File: config.mk
export PLATFORM = sky130hd
export DESIGN_NAME = sbq_cfg
export DESIGN_NICKNAME = d
export VERILOG_FILES = /design/src/hw/rtl/sbq_pkg.sv /design/src/hw/rtl/sbq_cfg.sv
export SDC_FILE = /design/constraint.sdc
export NUM_CORES = 1
export LEC_CHECK = 0
export ABC_AREA = 1
export BUFFER_PORTS_ARGS = -buffer_cell sky130_fd_sc_hd__buf_2
export CAP_MARGIN = 20
export CORE_ASPECT_RATIO = 2
export CORE_MARGIN = 2
export CORE_UTILIZATION = 57
export CTS_BUF_LIST = sky130_fd_sc_hd__clkbuf_2
export CTS_CLUSTER_DIAMETER = 150
export DETAILED_ROUTE_END_ITERATION = 16
export GPL_TIMING_DRIVEN = 0
export HOLD_SLACK_MARGIN = 0.12
export PLACE_DENSITY = 0.89
export SLEW_MARGIN = 5
export SYNTH_ARGS = -nofsm -noshare
export SYNTH_HDL_FRONTEND = slang
export SYNTH_SLANG_ARGS = --single-unit
export TNS_END_PERCENT = 100
File: constraint.sdc
create_clock -name clk -period 2.6 [get_ports clk]
set_clock_uncertainty 0.05 [all_clocks]
set_input_delay 0.52 -clock clk [delete_from_list [all_inputs] [get_ports clk]]
set_output_delay 0.52 -clock clk [all_outputs]
set_load 0.02 [all_outputs]
File: src/hw/rtl/sbq_pkg.sv
`timescale 1ns / 1ps
// ----------------------------------------------------------------------------
// sbq_pkg
// Shared constants and types for the stereo biquad low-pass block.
// ----------------------------------------------------------------------------
package sbq_pkg;

  // fraction bits kept on the stored past outputs
  localparam int Y_FRAC_BITS = 8;

  localparam int NUM_COEFS = 5;
  localparam int CFG_IDX_W = 3;

  typedef enum logic [CFG_IDX_W-1:0] {
    REG_COEF_A1 = 3'd0,
    REG_COEF_A2 = 3'd1,
    REG_COEF_A3 = 3'd2,
    REG_COEF_B1 = 3'd3,
    REG_COEF_B2 = 3'd4
  } cfg_reg_t;

endpackage

File: src/hw/rtl/sbq_cfg.sv
`timescale 1ns / 1ps
// ----------------------------------------------------------------------------
// sbq_cfg
// Coefficient register file, shared by both channels.
// ----------------------------------------------------------------------------
module sbq_cfg
  import sbq_pkg::*;
#(
  parameter int COEF_W = 18
) (
  input  logic                     clk,
  input  logic                     rst_n,
  input  logic                     cfg_we,
  input  logic [CFG_IDX_W-1:0]     cfg_index,
  input  logic [COEF_W-1:0]        cfg_data,
  output logic signed [COEF_W-1:0] coef_a1,
  output logic signed [COEF_W-1:0] coef_a2,
  output logic signed [COEF_W-1:0] coef_a3,
  output logic signed [COEF_W-1:0] coef_b1,
  output logic signed [COEF_W-1:0] coef_b2
);

  // unity gain in Q2.x: only bit COEF_W-2 set
  localparam logic [COEF_W-1:0] UNITY = {2'b01, {(COEF_W-2){1'b0}}};

  logic [COEF_W-1:0] a1_r, a2_r, a3_r, b1_r, b2_r;

  always_ff @(posedge clk) begin
    if (!rst_n) begin
      a1_r <= UNITY;
      a2_r <= '0;
      a3_r <= '0;
      b1_r <= '0;
      b2_r <= '0;
    end else if (cfg_we) begin
      case (cfg_reg_t'(cfg_index))
        REG_COEF_A1: a1_r <= cfg_data;
        REG_COEF_A2: a2_r <= cfg_data;
        REG_COEF_A3: a3_r <= cfg_data;
        REG_COEF_B1: b1_r <= cfg_data;
        REG_COEF_B2: b2_r <= cfg_data;
        default: begin
          // unmapped index, write dropped
        end
      endcase
    end
  end

  assign coef_a1 = a1_r;
  assign coef_a2 = a2_r;
  assign coef_a3 = a3_r;
  assign coef_b1 = b1_r;
  assign coef_b2 = b2_r;

endmodule

Word level (Yosys, flattened, before mapping)
Index checks and enable logic that the tools add are counted.
{ "op_classes": {"eq_ne": 4, "reduce_logical": 6} }
{ "ops": {"columns": ["op", "n"], "rows": [
  ["$reduce_and A2 Y1", 5],
  ["$eq A3 B2 Y1 const B", 2],
  ["$eq A3 B1 Y1 const B", 1],
  ["$eq A3 B3 Y1 const B", 1],
  ["$logic_not A3 Y1", 1]
]} }
{ "word_totals": {"out_inout_bits": 90, "reg_bits": 90} }

Depth between registers and ports, before layout
{ "logic_depth": {"ltp_word": 2, "ltp_mapped": 6, "depth_no_buf": 5} }

Least setup slack after synthesis
Ideal clock, no wire load.
{ "synth_path": {"path_kind": "input port to flip-flop", "startpoint": "input port cfg_index[2]", "endpoint": "register a2_r[10] (netlist: coef_a2[10])", "t_arrival_ns": 1.257, "path_buffers": 1, "setup_ns": 0.064, "stages": 6, "required_ns": 2.486, "setup_slack_ns": 1.229, "cell_sequence": "inv_1 > nand2_2 > nor2_2 > buf_4 > nor2_1 > nor2_1"} }
{ "synth_via": {"elab_chain_len": 2} }
{ "synth_lines": {"columns": ["element", "line_no", "rtl"], "rows": [
  ["start, declared", "sbq_cfg.sv:14", "input logic [CFG_IDX_W-1:0] cfg_index,"],
  ["$eq A3 B1 Y1", "sbq_cfg.sv:36", "case (cfg_reg_t'(cfg_index))"],
  ["$reduce_and A2 Y1 (no source line)", null, null],
  ["end signal, assigned", "sbq_cfg.sv:38", "REG_COEF_A2: a2_r <= cfg_data;"],
  ["end, declared", "sbq_cfg.sv:26", "logic [COEF_W-1:0] a1_r, a2_r, a3_r, b1_r, b2_r;"]
]} }
No other way between the ends.
A chain may end at the register's enable or synchronous reset.

Final worst setup path
{ "layout_path": {"startpoint": "register b2_r[16] (netlist: coef_b2[16])", "endpoint": "output port coef_b2[16]"} }
{ "layout_lines": {"columns": ["element", "line_no", "rtl"], "rows": [
  ["start, declared", "sbq_cfg.sv:26", null],
  ["start signal, assigned", "sbq_cfg.sv:41", "REG_COEF_B2: b2_r <= cfg_data;"],
  ["end, declared", "sbq_cfg.sv:20", "output logic signed [COEF_W-1:0] coef_b2"]
]} }
No word-level cell between the ends.

==> metrics.md <==
| Metric | Value |
|---|---|
| Net switching share of the total power | `0.294` |
| Horiz. Die Dim | `between 60 and 70 µm` |
| Share of the clock period used by the worst path after layout | `0.657` |
| Later-pin clock latency in the skew report | `0.55 ns` |
| Worst reg2reg endpoint | `coef_a1[16]` |
| Min-Delay Endpoint | `coef_b1[17]` |
| Required time reported for the critical path endpoint | `slightly above 2 ns` |
| Vias in the first global route | `about 3,200` |
| Cell-by-cell listing of the critical path | `buf_2` |
| Clock tree from TritonCTS | `yes` |
| Origin of the worst min-delay path | `cfg_data[17]` |
| Ant. Diodes | `0` |
| Fmax | `585 MHz` |
| Average wire per standard cell | `between 10 and 15 µm` |
| Maximum single-stage delay on the critical path | `0.41 ns` |
| Dominant combinational cell family by area after synthesis | `simple AND/OR/NAND/NOR gates` |
| Status | `completed` |
| Crit-path max FO | `2` |
| CP Class | `flip-flop to output pin` |
| Number of nets still failing antenna checks after routing | `0` |
| Transition time of the tightest slew-check pin | `around 0.48 ns` |
| Count of cell types in the netlist | `13` |
| Sequential Power Share | `0.612` |
| Max-capacitance violation count | `0` |
| Flops & latches, synth | `90` |
| Adder and majority cell fraction of the synthesized area | `0` |
| Top library cells by usage in the layout, fill and taps aside | `sky130_fd_sc_hd__nor2_1, sky130_fd_sc_hd__buf_2, sky130_fd_sc_hd__nand2_1, sky130_fd_sc_hd__nand3_1, sky130_fd_sc_hd__dfxtp_1` |
| Final slew viol count | `0` |
| Final nets | `about 670` |
| Total number of placement rows | `41` |
| Largest net degree at the start of global routing | `13` |
| Kind of end point of the critical path | `output pin` |
| Type of the most critical hold path | `primary input to flip-flop` |
| Fraction of the mapped netlist area in compound gates | `0` |
| Total track usage | `0.275` |
| Slowest cell on the critical path | `sky130_fd_sc_hd__dfxtp_1` |
| Count of H-tree levels built during CTS | `3` |
| Switching component of the power | `700 µW` |
| Clock sink count | `90` |
| Logic pwr share | `0.155` |
| Power consumption | `2380 µW` |
| Hold Path Stages | `5` |
| Initial cell density of the core | `0.580` |
| Minimum clock period | `roughly 1.7 ns` |
| Worst setup slack after placement | `approximately 0.9 ns` |
| Total clock buffers created by CTS | `9` |
| Placeable Area | `0.00621 mm²` |
| Average footprint of a synthesized cell | `6.95 µm²` |
| Iter 0 DRT Violations | `between 150 and 200` |
| Syn_nets | `around 540` |
| Simple-gate share of the synthesized area | `0.433` |
| Power Internal | `1680 µW` |
| Share of synthesized area spent on multiplexers | `0` |
| Clock transition time at the flip-flop clock pins of the worst setup and hold paths | `0.21 ns` |
| Leakage | `0.00223 µW` |
| Area overhead of the layout relative to synthesis | `20.8%` |
| Post-CTS Repair Setup Buffers | `0` |
| Worst-case register-to-register setup slack | `around 1.9 ns` |
| Total of cells resized after clock tree synthesis | `0` |
| Post-synth design cell area | `about 0.0036 mm²` |
| Setup violations, final | `0` |
| Average vias per placed instance | `roughly 5.0` |
| Post-detailed-route DRC marker count | `0` |
| Number of antenna violations at the first check in global routing | `0` |
| Setup crit start kind | `flip-flop` |
| Most frequent standard cell in the layout excluding fill and tap cells | `sky130_fd_sc_hd__nor2_1` |
| Grt total ovfl | `0` |
| Via total after detailed routing | `3,644` |
| Chip height | `116 µm` |
| Final number of hold-violating endpoints | `0` |
| Power density relative to cell area | `around 550 mW/mm²` |
| Final Wtd Congestion | `between 0.9 and 1` |
| Share of total power in the clock network | `0.233` |
| Count of buffer and inverter cells on the critical path | `1` |
| Die area | `~0.0070 mm²` |
| Reg2Reg Launch Point | `coef_a1[16]` |
| Maximum root-to-sink buffer count | `2` |
| Path depth of the worst reg2reg path | `2` |
| HPWL after detailed placement | `between 6000 and 7000 µm` |
| Relative slew margins | `0.679` |
| Root cell of the clock tree | `sky130_fd_sc_hd__clkbuf_2` |
| Total Routed Length | `roughly 9100 µm` |
| First-pass GRT wire length | `between 10,000 and 15,000 µm` |
| Number of placed I/O pins | `roughly 110` |
| Total negative slack | `0 ns` |
| Peak supply drop | `approximately 400 µV` |
| Dominant delay contributor by cell family on the critical path | `flip-flops` |
| RSZ-0062 raised after global routing | `false` |
| Count of buffers from port buffering | `around 110` |
| Seq/Total Area, Yosys | `0.501` |
| Share of the synthesized netlist area taken by xor and xnor gates | `0` |
| Post-layout worst setup margin | `just under 0.9 ns` |
| Iteration count of the initial detailed-routing pass | `6` |
| Number of warnings printed during yosys synthesis | `0` |
| Fraction of final layout cells with drive strength greater than 1 | `0.239` |
| Arrival time at the worst endpoint | `around 1.1 ns` |
| Instance count of the mapped netlist | `~520` |
through the flow:
| step | instance area, µm² | utilization | hold slack [ns] | instances |
|---|---|---|---|---|
| 3_5_place_dp | 4270 | 0.688 | 0.416 | 716 |
| 2_1_floorplan | 3600 | - | 0.502 | 518 |
| 3_3_place_gp | 4270 | 0.688 | 0.406 | 716 |
| 6_report | 4350 | 0.700 | 0.285 | 731 |
| 5_1_grt | 4350 | 0.700 | 0.311 | 731 |
| 4_1_cts | 4350 | 0.700 | 0.256 | 731 |
final cells by class:
cell class / count / area [µm²]
multi-input cells: 375 / 1560
inverters: 24 / 90.1
plain buffers: 29 / 148
clock buffers: 13 / 65.1
flip-flops and latches: 90 / 1800
repair buffers: 113 / 571
fillers: 545 / 1860
well taps: 86 / 108
clock inverters: 1 / 3.75
state kept, by name, indices dropped and copies added, names as in the netlist:
register,count
coef_a1,18
coef_a2,18
coef_a3,18
coef_b1,18
coef_b2,18
power by group through the flow:
stage / clock, µW / sequential [µW] / combinational, µW
CTS: 570 / 1450 / 367
floorplan: 0 / 1540 / 186
detailed placement: 0 / 1480 / 365
finish: 554 / 1450 / 369
global route: 613 / 1460 / 409
global placement: 0 / 1480 / 357
repair_timing:
item                                   in CTS  in global routing
setup endpoints to repair                   0                  0
hold buffers                                1                  0
endpoints found under the hold margin       1                  0
per-layer routing:
layer,vias to the layer above,routed length [µm],global-route usage
met1,1615,3700,0.331
met5,-,0,0
met3,19,677,0.0576
met4,0,219,0.136
met2,150,4520,0.454
li1,1860,-,-
cells in the mapped netlist:
| cell | instances | share of area |
|---|---|---|
| sky130_fd_sc_hd__nand2_1 | 97 | 0.10 |
| sky130_fd_sc_hd__nand2_2 | 1 | 0.0017 |
| sky130_fd_sc_hd__nor2_1 | 178 | 0.19 |
| sky130_fd_sc_hd__clkinv_1 | 2 | 0.0021 |
| sky130_fd_sc_hd__inv_1 | 22 | 0.023 |
| sky130_fd_sc_hd__dfxtp_1 | 90 | 0.50 |
| sky130_fd_sc_hd__buf_2 | 13 | 0.018 |
| sky130_fd_sc_hd__clkbuf_1 | 3 | 0.0031 |
| sky130_fd_sc_hd__nand3_1 | 90 | 0.13 |
| sky130_fd_sc_hd__buf_4 | 6 | 0.013 |
| sky130_fd_sc_hd__nor2_4 | 3 | 0.0094 |
| sky130_fd_sc_hd__nor2_2 | 6 | 0.010 |
| sky130_fd_sc_hd__buf_1 | 7 | 0.0073 |
how the worst max path moves through the flow:
stage	from	end	cells past startpoint
2_1_floorplan	cfg_index[2]	coef_a2[10]	6
4_1_cts	coef_b2[16]	coef_b2[16]	1
3_3_place_gp	cfg_index[2]	coef_a3[12]	7
6_report	coef_b2[16]	coef_b2[16]	1
3_5_place_dp	cfg_index[2]	coef_a2[8]	7
5_1_grt	coef_a2[16]	coef_a2[16]	1
cells by family (layout without fill, tap and decap cells):
group / Yosys count / in the layout
simple gates: 375 / 375
flops: 90 / 90
buf+inv: 53 / 180
(Power assumes the default switching activity.)
